[config.mk]
export PLATFORM = sky130hd
export DESIGN_NAME = json_string_unescape_utf8_top
export DESIGN_NICKNAME = d
export VERILOG_FILES = /design/src/sv/jsu_pkg.sv /design/src/sv/json_string_unescape_utf8_top.sv
export VERILOG_INCLUDE_DIRS = /design/src /design/src/sv
export SDC_FILE = /design/constraint.sdc
export NUM_CORES = 1
export LEC_CHECK = 0
export ABC_AREA = 1
export BUFFER_PORTS_ARGS = -buffer_cell sky130_fd_sc_hd__buf_2
export CAP_MARGIN = 20
export CORE_AREA = 4 4 111 113
export DETAILED_ROUTE_END_ITERATION = 10
export DIE_AREA = 0 0 115 117
export SLEW_MARGIN = 20
export SYNTH_ARGS = -nofsm -noshare
export SYNTH_HDL_FRONTEND = slang
export SYNTH_SLANG_ARGS = --single-unit
[constraint.sdc]
create_clock -name clk -period 7.69 [get_ports clk]
set_input_delay 0.769 -clock clk [delete_from_list [all_inputs] [get_ports clk]]
set_output_delay 0.769 -clock clk [all_outputs]
set_load 0.01 [all_outputs]
[src/sv/assert_macros.svh]
// concurrent assertion helpers, clocked on clk and quiet while arst_n is low
`ifndef ASSERT_MACROS_SVH
`define ASSERT_MACROS_SVH

// same-cycle implication
`define JSU_ASSERT(lbl, ante, cons, msg) \
	lbl: assert property (@(posedge clk) disable iff (!arst_n) (ante) |-> (cons)) \
		else $error(msg);

// next-cycle implication
`define JSU_ASSERT_NEXT(lbl, ante, cons, msg) \
	lbl: assert property (@(posedge clk) disable iff (!arst_n) (ante) |=> (cons)) \
		else $error(msg);

`endif

[src/sv/jsu_pkg.sv]
package jsu_pkg;

	typedef struct packed {
		logic [7:0] in_byte;
		logic       input_end;
	} chr_beat_t;

	typedef struct packed {
		logic [1:0] kind;
		logic [7:0] out_byte;
		logic [3:0] fault_code;
		logic       last;
	} res_beat_t;

	localparam logic [1:0] KIND_DATA = 2'd0;
	localparam logic [1:0] KIND_DONE = 2'd1;
	localparam logic [1:0] KIND_ERR  = 2'd2;

	localparam logic [3:0] ERR_NONE       = 4'd0;
	localparam logic [3:0] ERR_NO_QUOTE   = 4'd1;
	localparam logic [3:0] ERR_CONTROL    = 4'd2;
	localparam logic [3:0] ERR_ESCAPE     = 4'd3;
	localparam logic [3:0] ERR_HEX        = 4'd4;
	localparam logic [3:0] ERR_INCOMPLETE = 4'd5;
	localparam logic [3:0] ERR_NO_LOW     = 4'd6;
	localparam logic [3:0] ERR_BAD_LOW    = 4'd7;
	localparam logic [3:0] ERR_LONE_LOW   = 4'd8;
	localparam logic [3:0] ERR_UNTERM     = 4'd9;

	localparam logic [7:0] CH_QUOTE = 8'h22;
	localparam logic [7:0] CH_BSL   = 8'h5c;
	localparam logic [7:0] CH_SLASH = 8'h2f;
	localparam logic [7:0] CH_B     = 8'h62;
	localparam logic [7:0] CH_F     = 8'h66;
	localparam logic [7:0] CH_N     = 8'h6e;
	localparam logic [7:0] CH_R     = 8'h72;
	localparam logic [7:0] CH_T     = 8'h74;
	localparam logic [7:0] CH_U     = 8'h75;
	localparam logic [7:0] CH_SPACE = 8'h20;

	localparam logic [15:0] HIGH_FIRST = 16'hd800;
	localparam logic [15:0] HIGH_LAST  = 16'hdbff;
	localparam logic [15:0] LOW_FIRST  = 16'hdc00;
	localparam logic [15:0] LOW_LAST   = 16'hdfff;

	localparam logic [20:0] CP_MAX1  = 21'h00007f;
	localparam logic [20:0] CP_MAX2  = 21'h0007ff;
	localparam logic [20:0] CP_MAX3  = 21'h00ffff;
	localparam logic [20:0] CP_PLANE = 21'h010000;

	localparam logic [7:0] UTF8_LEAD2 = 8'hc0;
	localparam logic [7:0] UTF8_LEAD3 = 8'he0;
	localparam logic [7:0] UTF8_LEAD4 = 8'hf0;
	localparam logic [7:0] UTF8_CONT  = 8'h80;

	localparam int unsigned MAX_RES = 4;

endpackage

[src/sv/json_string_unescape_utf8_top.sv]
// accepted byte is held in the input register, then is decoded into the result buffer:
// the first result is offered as soon as it is written into the result buffer
// one input byte per cycle while each yields at most one result and res_stall is low;
// a \u escape that expands to n utf-8 bytes holds the input side until its last byte is taken
// arst_n clears the parser to idle (awaiting an opening quote) and empties both registers
`include "assert_macros.svh"

module json_string_unescape_utf8_top
	import jsu_pkg::*;
(
	input  logic      clk,
	input  logic      arst_n,
	input  logic      chr_valid,
	output logic      chr_stall,
	input  chr_beat_t chr_beat,
	output logic      res_valid,
	input  logic      res_stall,
	output res_beat_t res_beat
);

	typedef enum logic [2:0] {
		M_IDLE,
		M_STR,
		M_ESC,
		M_HEX1,
		M_NEED_BS,
		M_NEED_U,
		M_HEX2
	} mode_t;

	mode_t       mode_q, n_mode;
	logic [1:0]  hcnt_q, n_hcnt;
	logic [15:0] unit_q, n_unit;
	logic [9:0]  hoff_q, n_hoff;

	chr_beat_t   beat_s1;
	logic        valid_s1;

	res_beat_t   buf_q [MAX_RES];
	logic [2:0]  cnt_q;

	res_beat_t   r [MAX_RES];
	logic [2:0]  nres;

	logic        s1_move;
	logic        res_take;

	logic [7:0]  c;
	logic        e;
	logic [3:0]  hv;
	logic        hok;
	logic [15:0] unit_nx;
	logic [20:0] cp;
	logic        emit;

	assign res_take  = res_valid && !res_stall;
	assign res_valid = (cnt_q != 3'd0);
	assign res_beat  = buf_q[0];
	assign s1_move   = valid_s1 && ((cnt_q == 3'd0) || ((cnt_q == 3'd1) && !res_stall));
	assign chr_stall = valid_s1 && !s1_move;

	assign c = beat_s1.in_byte;
	assign e = beat_s1.input_end;

	// hex digit decode
	always_comb begin
		hok = 1'b1;
		hv  = 4'd0;
		if (c >= 8'h30 && c <= 8'h39) begin
			hv = c[3:0];
		end else if ((c >= 8'h61 && c <= 8'h66) || (c >= 8'h41 && c <= 8'h46)) begin
			hv = c[3:0] + 4'd9;
		end else begin
			hok = 1'b0;
		end
	end

	assign unit_nx = {unit_q[11:0], hv};

	always_comb begin
		n_mode = mode_q;
		n_hcnt = hcnt_q;
		n_unit = unit_q;
		n_hoff = hoff_q;
		nres   = 3'd0;
		cp     = 21'd0;
		emit   = 1'b0;
		for (int i = 0; i < MAX_RES; i++) begin
			r[i] = '{kind: KIND_DATA, out_byte: 8'd0, fault_code: ERR_NONE, last: 1'b0};
		end
		r[0].last = 1'b1;

		case (mode_q)
			M_IDLE: begin
				if (e || c != CH_QUOTE) begin
					r[0].kind = KIND_ERR;
					r[0].fault_code = ERR_NO_QUOTE;
					nres = 3'd1;
				end else begin
					n_mode = M_STR;
				end
			end
			M_STR: begin
				nres = 3'd1;
				if (e) begin
					r[0].kind = KIND_ERR;
					r[0].fault_code = ERR_UNTERM;
					n_mode = M_IDLE;
				end else if (c == CH_QUOTE) begin
					r[0].kind = KIND_DONE;
					n_mode = M_IDLE;
				end else if (c < CH_SPACE) begin
					r[0].kind = KIND_ERR;
					r[0].fault_code = ERR_CONTROL;
					n_mode = M_IDLE;
				end else if (c == CH_BSL) begin
					nres = 3'd0;
					n_mode = M_ESC;
				end else begin
					r[0].out_byte = c;
				end
			end
			M_ESC: begin
				nres = 3'd1;
				n_mode = M_STR;
				if (e) begin
					r[0].kind = KIND_ERR;
					r[0].fault_code = ERR_INCOMPLETE;
					n_mode = M_IDLE;
				end else begin
					case (c)
						CH_QUOTE, CH_BSL, CH_SLASH: r[0].out_byte = c;
						CH_B: r[0].out_byte = 8'h08;
						CH_F: r[0].out_byte = 8'h0c;
						CH_N: r[0].out_byte = 8'h0a;
						CH_R: r[0].out_byte = 8'h0d;
						CH_T: r[0].out_byte = 8'h09;
						CH_U: begin
							nres = 3'd0;
							n_mode = M_HEX1;
							n_hcnt = 2'd0;
							n_unit = 16'd0;
						end
						default: begin
							r[0].kind = KIND_ERR;
							r[0].fault_code = ERR_ESCAPE;
							n_mode = M_IDLE;
						end
					endcase
				end
			end
			M_HEX1, M_HEX2: begin
				if (e) begin
					nres = 3'd1;
					r[0].kind = KIND_ERR;
					r[0].fault_code = (mode_q == M_HEX1) ? ERR_INCOMPLETE : ERR_NO_LOW;
					n_mode = M_IDLE;
				end else if (!hok) begin
					nres = 3'd1;
					r[0].kind = KIND_ERR;
					r[0].fault_code = ERR_HEX;
					n_mode = M_IDLE;
				end else if (hcnt_q != 2'd3) begin
					n_unit = unit_nx;
					n_hcnt = hcnt_q + 2'd1;
				end else if (mode_q == M_HEX1) begin
					n_hcnt = 2'd0;
					n_unit = 16'd0;
					if (unit_nx >= HIGH_FIRST && unit_nx <= HIGH_LAST) begin
						n_hoff = unit_nx[9:0];
						n_mode = M_NEED_BS;
					end else if (unit_nx >= LOW_FIRST && unit_nx <= LOW_LAST) begin
						nres = 3'd1;
						r[0].kind = KIND_ERR;
						r[0].fault_code = ERR_LONE_LOW;
						n_mode = M_IDLE;
					end else begin
						cp = {5'd0, unit_nx};
						emit = 1'b1;
						n_mode = M_STR;
					end
				end else begin
					n_hcnt = 2'd0;
					n_unit = 16'd0;
					if (unit_nx < LOW_FIRST || unit_nx > LOW_LAST) begin
						nres = 3'd1;
						r[0].kind = KIND_ERR;
						r[0].fault_code = ERR_BAD_LOW;
						n_mode = M_IDLE;
					end else begin
						// offsets concatenate: 0x10000 + (hi << 10) + lo
						cp = CP_PLANE + {1'b0, hoff_q, unit_nx[9:0]};
						emit = 1'b1;
						n_hoff = 10'd0;
						n_mode = M_STR;
					end
				end
			end
			M_NEED_BS, M_NEED_U: begin
				if (e || c != ((mode_q == M_NEED_BS) ? CH_BSL : CH_U)) begin
					nres = 3'd1;
					r[0].kind = KIND_ERR;
					r[0].fault_code = ERR_NO_LOW;
					n_mode = M_IDLE;
				end else if (mode_q == M_NEED_BS) begin
					n_mode = M_NEED_U;
				end else begin
					n_mode = M_HEX2;
					n_hcnt = 2'd0;
					n_unit = 16'd0;
				end
			end
			default: begin
				n_mode = M_IDLE;
			end
		endcase

		// utf-8 encode of a finished code point
		if (emit) begin
			r[0].last = 1'b0;
			if (cp <= CP_MAX1) begin
				nres = 3'd1;
				r[0].out_byte = cp[7:0];
				r[0].last = 1'b1;
			end else if (cp <= CP_MAX2) begin
				nres = 3'd2;
				r[0].out_byte = UTF8_LEAD2 | {3'd0, cp[10:6]};
				r[1].out_byte = UTF8_CONT | {2'd0, cp[5:0]};
				r[1].last = 1'b1;
			end else if (cp <= CP_MAX3) begin
				nres = 3'd3;
				r[0].out_byte = UTF8_LEAD3 | {4'd0, cp[15:12]};
				r[1].out_byte = UTF8_CONT | {2'd0, cp[11:6]};
				r[2].out_byte = UTF8_CONT | {2'd0, cp[5:0]};
				r[2].last = 1'b1;
			end else begin
				nres = 3'd4;
				r[0].out_byte = UTF8_LEAD4 | {5'd0, cp[20:18]};
				r[1].out_byte = UTF8_CONT | {2'd0, cp[17:12]};
				r[2].out_byte = UTF8_CONT | {2'd0, cp[11:6]};
				r[3].out_byte = UTF8_CONT | {2'd0, cp[5:0]};
				r[3].last = 1'b1;
			end
		end

		// every exit to idle clears the escape state
		if (n_mode == M_IDLE) begin
			n_hcnt = 2'd0;
			n_unit = 16'd0;
			n_hoff = 10'd0;
		end
	end

	always_ff @(posedge clk or negedge arst_n) begin
		if (!arst_n) begin
			valid_s1 <= 1'b0;
		end else if (chr_valid && !chr_stall) begin
			valid_s1 <= 1'b1;
		end else if (s1_move) begin
			valid_s1 <= 1'b0;
		end
	end

	always_ff @(posedge clk) begin
		if (chr_valid && !chr_stall) begin
			beat_s1 <= chr_beat;
		end
	end

	always_ff @(posedge clk or negedge arst_n) begin
		if (!arst_n) begin
			mode_q <= M_IDLE;
			hcnt_q <= 2'd0;
			unit_q <= 16'd0;
			hoff_q <= 10'd0;
		end else if (s1_move) begin
			mode_q <= n_mode;
			hcnt_q <= n_hcnt;
			unit_q <= n_unit;
			hoff_q <= n_hoff;
		end
	end

	always_ff @(posedge clk or negedge arst_n) begin
		if (!arst_n) begin
			cnt_q <= 3'd0;
		end else if (s1_move) begin
			cnt_q <= nres;
		end else if (res_take) begin
			cnt_q <= cnt_q - 3'd1;
		end
	end

	// result buffer drains from entry 0
	always_ff @(posedge clk) begin
		if (s1_move) begin
			for (int i = 0; i < MAX_RES; i++) begin
				buf_q[i] <= r[i];
			end
		end else if (res_take) begin
			for (int i = 0; i < MAX_RES - 1; i++) begin
				buf_q[i] <= buf_q[i + 1];
			end
		end
	end

	`JSU_ASSERT(a_cnt_range, 1'b1, cnt_q <= 3'd4, "result count out of range")
	`JSU_ASSERT(a_status_last, res_valid && res_beat.kind != KIND_DATA, res_beat.last,
		"completion or error beat not marked last")
	`JSU_ASSERT(a_last_count, res_valid && !res_beat.last, cnt_q > 3'd1,
		"non-final beat with nothing behind it")
	`JSU_ASSERT_NEXT(a_accept_holds, chr_valid && !chr_stall, valid_s1,
		"accepted byte lost from input register")

endmodule

==> results.ini, run 1 <==
[final_layout]
area_growth_pct = 11.9
drive_gt1_share_pct = 12.4
layout.cells.most_common_list = nand2_1, nor2_1, inv_1
final_cells = 830
fillCellCount = 1127
nNetsFinal = 704
final_common_cell = nand2_1
diodes = 0
final_cell_area_mm2 = 0.00561

[synth]
syn-cell-area_mm2 = 0.00502
ys_seq_elements = 79
synth_edf_count = 48
synthCells = 659
yosys.area.top_type = edfxtp_1
yosysWarnings = 0
ys_types = 47
ys_top_cells_by_area = edfxtp_1, dfrtp_1, nand2_1
synth_top_area_share_pct = 28.7
synthFlopType = edfxtp_1
syn_area_per_cell_um2 = 7.61
syn-num-nets = 681
ys_seq_area_share_pct = 44.2
async_flop_share_pct = 39.2

[timing]
finalCritPeriodShare_pct = 46.5
setup_viol = 0
max_slew_margin_pct = 38.9
max_freq_mhz = 280
finalSetupTns_ns = 0
slew_violations = 0
rsz0062_at_grt = false
worst_slew_pin_slew_ns = 0.915
clock_skew_ns = 0.0114
hold_viol_final = 0
min_period_ns = 3.57

[cts]
clock_latency_ns = 0.35
clockRootBuffer = clkbuf_16
cts.repair.resized = 0
cts_buffers = 9
ctsHoldBuffers = 0
clkSinkCount = 79
cts_setup_buffers = 0
clock_path_buffers = 2
cts_tree = done
cts.clk_slew.worst_paths_ns = 0.06
h-tree-depth = 3

[pwr]
switching_share_pct = 37.3
power_density_mw_per_mm2 = 304
p_comb_share_pct = 32.1
p_sw_w = 0.000636
p_clk_share_pct = 29.8
p_leak_nw = 2.52
ir_worst_vdd_uv = 180
seqPwrFrac_pct = 38.1
p_int_w = 0.00107

[critical_path]
cp_data_arrival_time_ns = 3.79
path_class = reg2reg
regToRegSetupSlack_ns = 4.12
cp-end-kind = flop
r2r-start = mode_q[2]
worst_setup_path_start_kind = flop
cp_data_required_time_ns = 7.90
r2r_cells = 13
cp_max_fo = 27
crit_end = hoff_q[5]
reg2reg_to = hoff_q[5]
critPathLaunch = mode_q[2]

[place]
io_buffer_count = 29
placed_area_mm2 = 0.00527
dp_cells = 814
dpl.hpwl_um = 10300
gp_congestion = 0.923

[global_routing]
grt-ovfl-total = 0
first_global_vias = 4346
grt_usage_pct = 22.0
grt_max_degree = 36
antenna_found_initial = 0
grt_pass1_wl_um = 22800

[die]
die_width_um = 115
initial_core_util_pct = 44.3
row_count = 39
coreArea_mm2 = 0.0113
dieArea_mm2 = 0.0135
ios = 30
die_y_um = 117

[detailed_routing]
firstDrtPassIters = 5
wl_per_cell_um = 16.8
ant_nets = 0
routed_wl_um = 13900
vias_per_cell = 5.44
via_count = 4519
drtIter0Drc = 409
drcViolationCount = 0

[run_status]
status = completed

[run]
cap_violations = 0

[hold_path]
hold_class = in2async

metrics by stage:
| step | hold slack (ns) | worst slack [ns] | power (W) | util, % |
|---|---|---|---|---|
| 2_1_floorplan | 0.448 | 4.47 | 0.00103 | - |
| 3_3_place_gp | 0.480 | 3.84 | 0.00119 | 46.5 |
| 3_5_place_dp | 0.485 | 4.16 | 0.00120 | 46.5 |
| 4_1_cts | 0.487 | 4.14 | 0.00171 | 49.6 |
| 5_1_grt | 0.514 | 3.72 | 0.00181 | 49.6 |
| 6_report | 0.461 | 4.12 | 0.00171 | 49.6 |
state kept, by name, summed over array words and instances (netlist names):
register	cells
hcnt_q	2
e	1
mode_q	3
c	8
cnt_q	3
unit_q	12
buf_q	39
valid_s1	1
hoff_q	10
cell type report:
cell class / count / area (µm²) / share of cell area, %
clock buffers: 10 / 229 / 4.08
repair buffers: 32 / 168 / 2.99
multi-input cells: 475 / 2380 / 42.4
flip-flops and latches: 79 / 2220 / 39.5
inverters: 85 / 324 / 5.77
well taps: 143 / 179 / 3.19
clock inverters: 6 / 118 / 2.09
kinds of logic (layout without fill, tap and decap cells):
family / after synthesis / in the layout / share of synthesized area (%)
simple gates: 353 / 353 / 31.4
compound gates: 110 / 110 / 13.1
buf+inv: 105 / 133 / 8.48
flops: 79 / 79 / 44.2
fa+ha+maj: 9 / 9 / 2.24
xor+xnor: 3 / 3 / 0.524
worst min path at each step:
stage               startpoint         to  slack [ns]  cells after the start
CTS                     arst_n  hoff_q[9]        0.49                      1
detailed placement   hcnt_q[1]  hcnt_q[1]        0.48                      2
floorplan            hoff_q[1]  hoff_q[1]        0.45                      2
finish                  arst_n  hoff_q[9]        0.46                      1
global route            arst_n  hoff_q[9]        0.51                      1
global placement     hoff_q[1]  hoff_q[1]        0.48                      2
synthesized netlist by cell type (4+ instances only):
cell / n
o22ai_1: 5
clkbuf_1: 6
inv_2: 6
edfxtp_1: 48
nand3_1: 51
o221ai_1: 4
nand2_1: 164
nand4_1: 5
ha_1: 9
o21ai_0: 49
o21ai_1: 6
inv_1: 78
nor2_1: 92
nand3_2: 6
buf_2: 9
nor3_1: 12
a21oi_1: 22
nand2_2: 5
dfrtp_1: 31
layer usage:
layer / wire length, µm / GRT usage, % / up-vias
met3: 792 / 4.68 / 21
met2: 6130 / 32.8 / 133
li1: - / - / 2231
met5: 0 / 0 / -
met4: 265 / 7.36 / 0
met1: 6720 / 31.9 / 2134
power by group through the flow:
stage	Clock [W]	Combinational [W]	Sequential, W
2_1_floorplan	0	0.000377	0.000657
3_3_place_gp	0	0.000536	0.000654
3_5_place_dp	0	0.000543	0.000657
4_1_cts	0.000512	0.000547	0.000649
5_1_grt	0.000532	0.000618	0.000661
6_report	0.000508	0.000548	0.000649
worst max-delay path: stages (launching register included):
cell and delay [ns]:
dfrtp_1 0.48, inv_2 0.08, nand3_2 0.32, nand2_1 0.27
nand2_1 0.45, nor2_1 0.14, o21ai_1 0.15, nand3_1 0.10
nor2_2 0.12, nand3_2 0.44, nand2_1 0.19, nand2_1 0.34
a21oi_1 0.28, a21oi_1 0.06
No activity file was read; power rests on OpenSTA's default activity.
==> run 2: changes to the inputs <==
--- a/config.mk
+++ b/config.mk
@@ -6,12 +6,12 @@
 export SDC_FILE = /design/constraint.sdc
 export NUM_CORES = 1
 export LEC_CHECK = 0
-export ABC_AREA = 1
+export ABC_AREA = 0
 export BUFFER_PORTS_ARGS = -buffer_cell sky130_fd_sc_hd__buf_2
 export CAP_MARGIN = 20
-export CORE_AREA = 4 4 111 113
+export CORE_AREA = 4 4 109 111
 export DETAILED_ROUTE_END_ITERATION = 10
-export DIE_AREA = 0 0 115 117
+export DIE_AREA = 0 0 113 115
 export SLEW_MARGIN = 20
 export SYNTH_ARGS = -nofsm -noshare
 export SYNTH_HDL_FRONTEND = slang
==> constraint.sdc (replaced) <==
create_clock -name clk -period 3.1 [get_ports clk]
set_input_delay 0.31 -clock clk [delete_from_list [all_inputs] [get_ports clk]]
set_output_delay 0.31 -clock clk [all_outputs]
set_load 0.01 [all_outputs]
==> results.ini, run 2 <==
[timing]
slew_violations = 0  ; unchanged
finalCritPeriodShare_pct = 96.0  ; was 46.5%
hold_slack_ns = 0.107  ; was 0.461 ns
rsz0062_at_grt = false  ; unchanged
clock_skew_ns = 0.00856  ; was 0.0114 ns
min_period_ns = 2.98  ; was 3.57 ns
worst_slew_pin_slew_ns = 0.693  ; was 0.915 ns
max_freq_mhz = 336  ; was 280 MHz
setup_viol = 0  ; unchanged
max_slew_margin_pct = 53.8  ; was 38.9%
hold_viol_final = 0  ; unchanged

[synth]
syn-cell-area_mm2 = 0.00479  ; was 0.00502 mm²
async_flop_share_pct = 39.2  ; unchanged
syn-num-nets = 514  ; was 681
yosys-top-cells-count = nand2_1, edfxtp_1, nor2_1  ; was nand2_1, nor2_1, inv_1
synth_top_area_share_pct = 30.1  ; was 28.7%
syn_area_per_cell_um2 = 9.75  ; was 7.61 µm²
yosys.area.top_type = edfxtp_1  ; unchanged
synthCells = 492  ; was 659
yosysMostFrequentCell = nand2_1  ; unchanged
synth_edf_count = 48  ; unchanged
ys_types = 77  ; was 47
ys_seq_elements = 79  ; unchanged
yosysWarnings = 0  ; unchanged
ys_top_cells_by_area = edfxtp_1, dfrtp_1, a22o_1  ; was edfxtp_1, dfrtp_1, nand2_1
ys_seq_area_share_pct = 46.2  ; was 44.2%
synthFlopType = edfxtp_1  ; unchanged

[detailed_routing]
wl_per_cell_um = 19.5  ; was 16.8 µm
via_count = 4148  ; was 4519
firstDrtPassIters = 5  ; unchanged
drcViolationCount = 0  ; unchanged
met1_length_um = 5970  ; was 6720 µm
ant_nets = 0  ; unchanged
routed_wl_um = 13300  ; was 13900 µm
wl_met3_um = 1070  ; was 792 µm
wl_met2_um = 6060  ; was 6130 µm
drtIter0Drc = 511  ; was 409
routed.top_layer = met4  ; unchanged
vias_per_cell = 6.08  ; was 5.44

[final_layout]
top_regs = buf_q x39, unit_q x12, hoff_q x10  ; unchanged
area_growth_pct = 14.1  ; was 11.9%
diodes = 0  ; unchanged
layout.cells.most_common_list = nand2_1, edfxtp_1, nor2_1  ; was nand2_1, nor2_1, inv_1
final_cell_area_mm2 = 0.00547  ; was 0.00561 mm²
fillCellCount = 1012  ; was 1127
largest_reg_flops = 39  ; unchanged
final_common_cell = nand2_1  ; unchanged
final_cells = 682  ; was 830
top_register = buf_q  ; unchanged
drive_gt1_share_pct = 19.6  ; was 12.4%
finish.utilization_pct = 50.7  ; was 49.6%
nNetsFinal = 559  ; was 704

[global_routing]
antenna_found_initial = 0  ; unchanged
grt_pass1_wl_um = 21600  ; was 22800 µm
grt-ovfl-total = 0  ; unchanged
grt_usage_pct = 21.4  ; was 22.0%
first_global_vias = 3890  ; was 4346
grt_max_degree = 32  ; was 36

[critical_path]
cp_data_arrival_time_ns = 3.18  ; was 3.79 ns
crit_buf_inv = 1  ; unchanged
cp-end-kind = flop  ; unchanged
cp_data_required_time_ns = 3.31  ; was 7.90 ns
crit_slowest_cell = or4b_4  ; was dfrtp_1
max_stage_delay_ns = 0.58  ; was 0.48 ns
cpLargestDelayFamily = simple AND/OR/NAND/NOR gates  ; unchanged
path_class = reg2reg  ; unchanged
r2r-start = c[4]  ; was mode_q[2]
cp_max_fo = 10  ; was 27
worst_setup_path_start_kind = flop  ; unchanged
crit_chain = or4b_4 > nor3_4 > o21ai_2 > or3_1 > buf_4 > nand2_1 > nand3b_1 > o21ai_1  ; was inv_2 > nand3_2 > nand2_1 > nand2_1 > nor2_1 > o21ai_1 > nand3_1 > nor2_2 > nand3_2 > nand2_1 > nand2_1 > a21oi_1 > a21oi_1
critPathLaunch = c[4]  ; was mode_q[2]

[place]
io_buffer_count = 29  ; unchanged
dpl.hpwl_um = 9790  ; was 10300 µm
placed_area_mm2 = 0.00524  ; was 0.00527 mm²
gp_congestion = 0.927  ; was 0.923
dp_cells = 665  ; was 814

[run]
cap_violations = 0  ; unchanged

[die]
dieArea_mm2 = 0.0130  ; was 0.0135 mm²
ios = 30  ; unchanged
initial_core_util_pct = 44.4  ; was 44.3%
row_count = 38  ; was 39
coreArea_mm2 = 0.0108  ; was 0.0113 mm²
die_width_um = 113  ; was 115 µm
die_y_um = 115  ; was 117 µm

[cts]
clkSinkCount = 79  ; unchanged
clock_path_buffers = 2  ; unchanged
clockRootBuffer = clkbuf_8  ; was clkbuf_16
h-tree-depth = 3  ; unchanged
cts.clk_slew.worst_paths_ns = 0.09  ; was 0.06 ns
clock_latency_ns = 0.37  ; was 0.35 ns
cts_tree = done  ; unchanged
cts_setup_buffers = 0  ; unchanged
cts_buffers = 9  ; unchanged

[pwr]
ir_worst_vdd_uv = 341  ; was 180 µV
p_leak_nw = 2.22  ; was 2.52 nW
power_density_mw_per_mm2 = 663  ; was 304 mW/mm²

[run_status]
status = completed  ; unchanged

[hold_path]
hold_class = in2reg  ; was in2async
hold_start = chr_beat[7]

run 2: layout make-up:
| class | instances | area, µm² | area share [%] |
|---|---|---|---|
| Multi-Input combinational cell | 369 | 2430 | 44.4 |
| Clock inverter | 7 | 63.8 | 1.17 |
| Inverter | 15 | 56.3 | 1.03 |
| Timing Repair Buffer | 63 | 403 | 7.37 |
| Sequential cell | 79 | 2220 | 40.5 |
| Clock buffer | 9 | 124 | 2.26 |
| Tap cell | 140 | 175 | 3.20 |
run 2: per-stage QoR:
step	power (W)	setup TNS [ns]	setup WS (ns)
detailed placement	0.00289	-0.0645	-0.0485
floorplan	0.00243	0	0.288
global route	0.00384	0	0.00568
CTS	0.00365	0	0.0760
finish	0.00363	0	0.124
global placement	0.00288	0	0.0568
run 2: worst reg2reg max path, cell delays in order, from the launching register on:
cell,delay [ns]
edfxtp_1,0.54
or4b_4,0.58
nor3_4,0.22
o21ai_2,0.17
or3_1,0.52
buf_4,0.22
nand2_1,0.08
nand3b_1,0.22
o21ai_1,0.27
run 2: routing by layer:
| metal | vias to the layer above | global-route usage, % |
|---|---|---|
| li1 | 1954 | - |
| met1 | 2010 | 30.7 |
| met2 | 168 | 33.2 |
| met3 | 16 | 3.47 |
| met4 | 0 | 6.97 |
| met5 | - | 0 |
run 2: kinds of logic (layout without fill, tap and decap cells):
kind of cell,count (synthesis),count (layout),synth area share (%)
AO/OA/AOI/OAI,143,143,21.3
XOR/XNOR,7,7,1.28
adder cells (fa/ha/maj),9,9,2.35
buffers and inverters,44,94,3.76
flip-flops,79,79,46.2
multiplexers,12,12,2.58
AND/OR/NAND/NOR,198,198,22.5
run 2: worst paths after layout:
check | slack (ns) | cells past startpoint | endpoint
max reg2reg | 0.12 | 8 | buf_q[2][5]
max in group asynchronous | 2.15 | 2 | hcnt_q[1]
min in group asynchronous | 0.50 | 2 | unit_q[5]
min reg2reg | 0.50 | 1 | hcnt_q[1]
min | 0.11 | 1 | c[6]
max | 0.12 | 8 | buf_q[2][5]
run 2: power by group:
part           internal, W  switching, W
Combinational     0.000405      0.000824
Clock             0.000309      0.000446
Sequential         0.00153      0.000114
Total              0.00224       0.00138
run 2: repair_timing:
| item | 4_1_cts | 5_1_grt |
|---|---|---|
| resized for setup | 2 | 3 |
| endpoints found under the hold margin | 31 | 0 |
| pin swaps | 0 | 1 |
| hold buffers | 1 | 0 |
| setup endpoints to repair | 13 | 27 |
==> run 3: changes to the inputs <==
--- a/config.mk
+++ b/config.mk
@@ -12,6 +12,7 @@
 export CORE_AREA = 4 4 109 111
 export DETAILED_ROUTE_END_ITERATION = 10
 export DIE_AREA = 0 0 113 115
+export PLACE_DENSITY = 0.68
 export SLEW_MARGIN = 20
 export SYNTH_ARGS = -nofsm -noshare
 export SYNTH_HDL_FRONTEND = slang
==> results.ini, run 3 (synthesis results as in run 2) <==
[final_layout]
largest_reg_flops = 39  ; unchanged
area_growth_pct = 14.6  ; was 14.1%
multi_input_area_mm2 = 0.00243  ; unchanged
layout.cells.most_common_list = nand2_1, edfxtp_1, nor2_1  ; unchanged
diodes = 0  ; unchanged
register_area_mm2 = 0.00222  ; unchanged
final_common_cell = nand2_1  ; unchanged
top_regs = buf_q x39, unit_q x12, hoff_q x10  ; unchanged
fillCellCount = 917  ; was 1012
drive_gt1_share_pct = 19.1  ; was 19.6%
nNetsFinal = 557  ; was 559
top_register = buf_q  ; unchanged

[global_routing]
grt_pass1_wl_um = 21500  ; was 21600 µm
grt_max_degree = 32  ; unchanged
antenna_found_initial = 0  ; unchanged
first_global_vias = 4008  ; was 3890
grt_usage_pct = 21.3  ; was 21.4%
grt-ovfl-total = 0  ; unchanged

[timing]
worst_slew_pin_slew_ns = 0.800  ; was 0.693 ns
hold_slack_ns = 0.116  ; was 0.107 ns
clock_skew_ns = 0.0140  ; was 0.00856 ns
rsz0062_at_grt = false  ; unchanged
max_freq_mhz = 334  ; was 336 MHz
min_period_ns = 2.99  ; was 2.98 ns
max_slew_margin_pct = 46.7  ; was 53.8%
slew_violations = 0  ; unchanged
finalCritPeriodShare_pct = 96.5  ; was 96.0%
setup_viol = 0  ; unchanged
finalSetupTns_ns = 0  ; unchanged
hold_viol_final = 0  ; unchanged

[detailed_routing]
drtIter0Drc = 459  ; was 511
firstDrtPassIters = 5  ; unchanged
drcViolationCount = 0  ; unchanged
vias_per_cell = 6.14  ; was 6.08
wl_per_cell_um = 19.4  ; was 19.5 µm
ant_nets = 0  ; unchanged
routed_wl_um = 13200  ; was 13300 µm
via_count = 4176  ; was 4148

[critical_path]
crit_buf_inv = 0  ; was 1
cp_data_arrival_time_ns = 3.12  ; was 3.18 ns
crit_chain = or4b_4 > or3_4 > a211oi_4 > nand3_1 > nor2_1 > a211oi_1 > o22a_1  ; was or4b_4 > nor3_4 > o21ai_2 > or3_1 > buf_4 > nand2_1 > nand3b_1 > o21ai_1
worst_setup_path_start_kind = flop  ; unchanged
cp_data_required_time_ns = 3.23  ; was 3.31 ns
path_class = reg2reg  ; unchanged
max_stage_delay_ns = 0.59  ; was 0.58 ns
cp-end-kind = flop  ; unchanged
cpLargestDelayFamily = simple AND/OR/NAND/NOR gates  ; unchanged
cp_max_fo = 9  ; was 10
crit_slowest_cell = or4b_4  ; unchanged

[pwr]
seqPwrFrac_pct = 43.5  ; was 45.3%
p_int_w = 0.00240  ; was 0.00224 W
switching_share_pct = 36.1  ; was 38.1%
ir_worst_vdd_uv = 321  ; was 341 µV
p_sw_w = 0.00136  ; was 0.00138 W
p_clk_share_pct = 23.3  ; was 20.8%
power_density_mw_per_mm2 = 684  ; was 663 mW/mm²
p_comb_share_pct = 33.2  ; was 33.9%
p_leak_nw = 2.24  ; was 2.22 nW

[die]
die_width_um = 113  ; unchanged
ios = 30  ; unchanged
coreArea_mm2 = 0.0108  ; unchanged
dieArea_mm2 = 0.0130  ; unchanged
row_count = 38  ; unchanged
initial_core_util_pct = 44.4  ; unchanged
die_y_um = 115  ; unchanged

[run]
cap_violations = 0  ; unchanged

[cts]
clock_latency_ns = 0.37  ; about the same
h-tree-depth = 3  ; unchanged
clkSinkCount = 79  ; unchanged
cts_tree = done  ; unchanged
cts_setup_buffers = 0  ; unchanged
clock_path_buffers = 2  ; unchanged
cts_buffers = 9  ; unchanged
clockRootBuffer = clkbuf_8  ; unchanged
cts.clk_slew.worst_paths_ns = 0.09  ; about the same

[place]
gp_congestion = 0.946  ; was 0.927
io_buffer_count = 29  ; unchanged
dpl.hpwl_um = 9740  ; was 9790 µm

[hold_path]
hold_class = in2reg  ; unchanged

[run_status]
status = completed  ; unchanged

## run 3: cell types whose count changed in the layout (fill, tap and decap cells not counted), moves of 2 or more
cell        before  now
buf_4           33   31
bufinv_16        0    2
clkinvlp_4       2    0
nor3b_1          3    1
nor3b_2          1    3
## run 3: path summary, 6_finish.rpt
path | from | to | slack, ns | depth (start not counted)
max | c[3] | buf_q[1][6] | 0.11 | 7
min | chr_beat[2] | c[1] | 0.12 | 1
min reg2reg | hcnt_q[1] | hcnt_q[1] | 0.49 | 1
max reg2reg | c[3] | buf_q[1][6] | 0.11 | 7
min in group asynchronous | arst_n | unit_q[0] | 0.50 | 2
max in group asynchronous | arst_n | cnt_q[2] | 2.15 | 2
## run 3: worst reg2reg max path: cells and delay by family, from the launching register on
| kind | cells | cell delay, ns |
|---|---|---|
| compound gates | 3 | 0.68 |
| flops | 1 | 0.40 |
| simple gates | 4 | 1.66 |
## run 3: cell type report
cell class	instances	area share (%)
sequential	79	40.4
clock inverter	7	1.85
clock buffer	9	2.26
multi-input combinational	369	44.3
tap	140	3.19
timing repair buffer	61	7.06
inverter	15	1.03
## run 3: routing by layer
layer  up-vias  track usage [%]  part of all wire [%]
met2       206             33.2                    48
met1      2003             28.5                    42
met3        21             5.42                   8.5
met5         -                0                     0
met4         0             8.49                   2.2
li1       1946                -                     -
## run 3: per-stage QoR
step	cells	instance area, µm²	power, W	utilization [%]	setup WS, ns
after floorplan	492	4790	0.00243	-	0.288
after global placement	663	5230	0.00285	48.4	0.131
after detailed placement	663	5230	0.00289	48.4	0.0522
after CTS	680	5460	0.00376	50.6	0.0163
after global routing	680	5490	0.00398	50.9	0.00845
final	680	5490	0.00376	50.9	0.110
## run 3: repair_timing
action	in CTS	in global routing
setup endpoints to repair	0	32
hold endpoints to repair	31	0
hold buffers	1	0
resized for setup	0	5
## run 3: power by group through the flow
stage | combinational, W | clock (W) | sequential, W
finish | 0.00125 | 0.000878 | 0.00163
global placement | 0.00120 | 0 | 0.00165
global route | 0.00137 | 0.000945 | 0.00166
floorplan | 0.000734 | 0 | 0.00170
detailed placement | 0.00123 | 0 | 0.00166
CTS | 0.00123 | 0.000890 | 0.00164
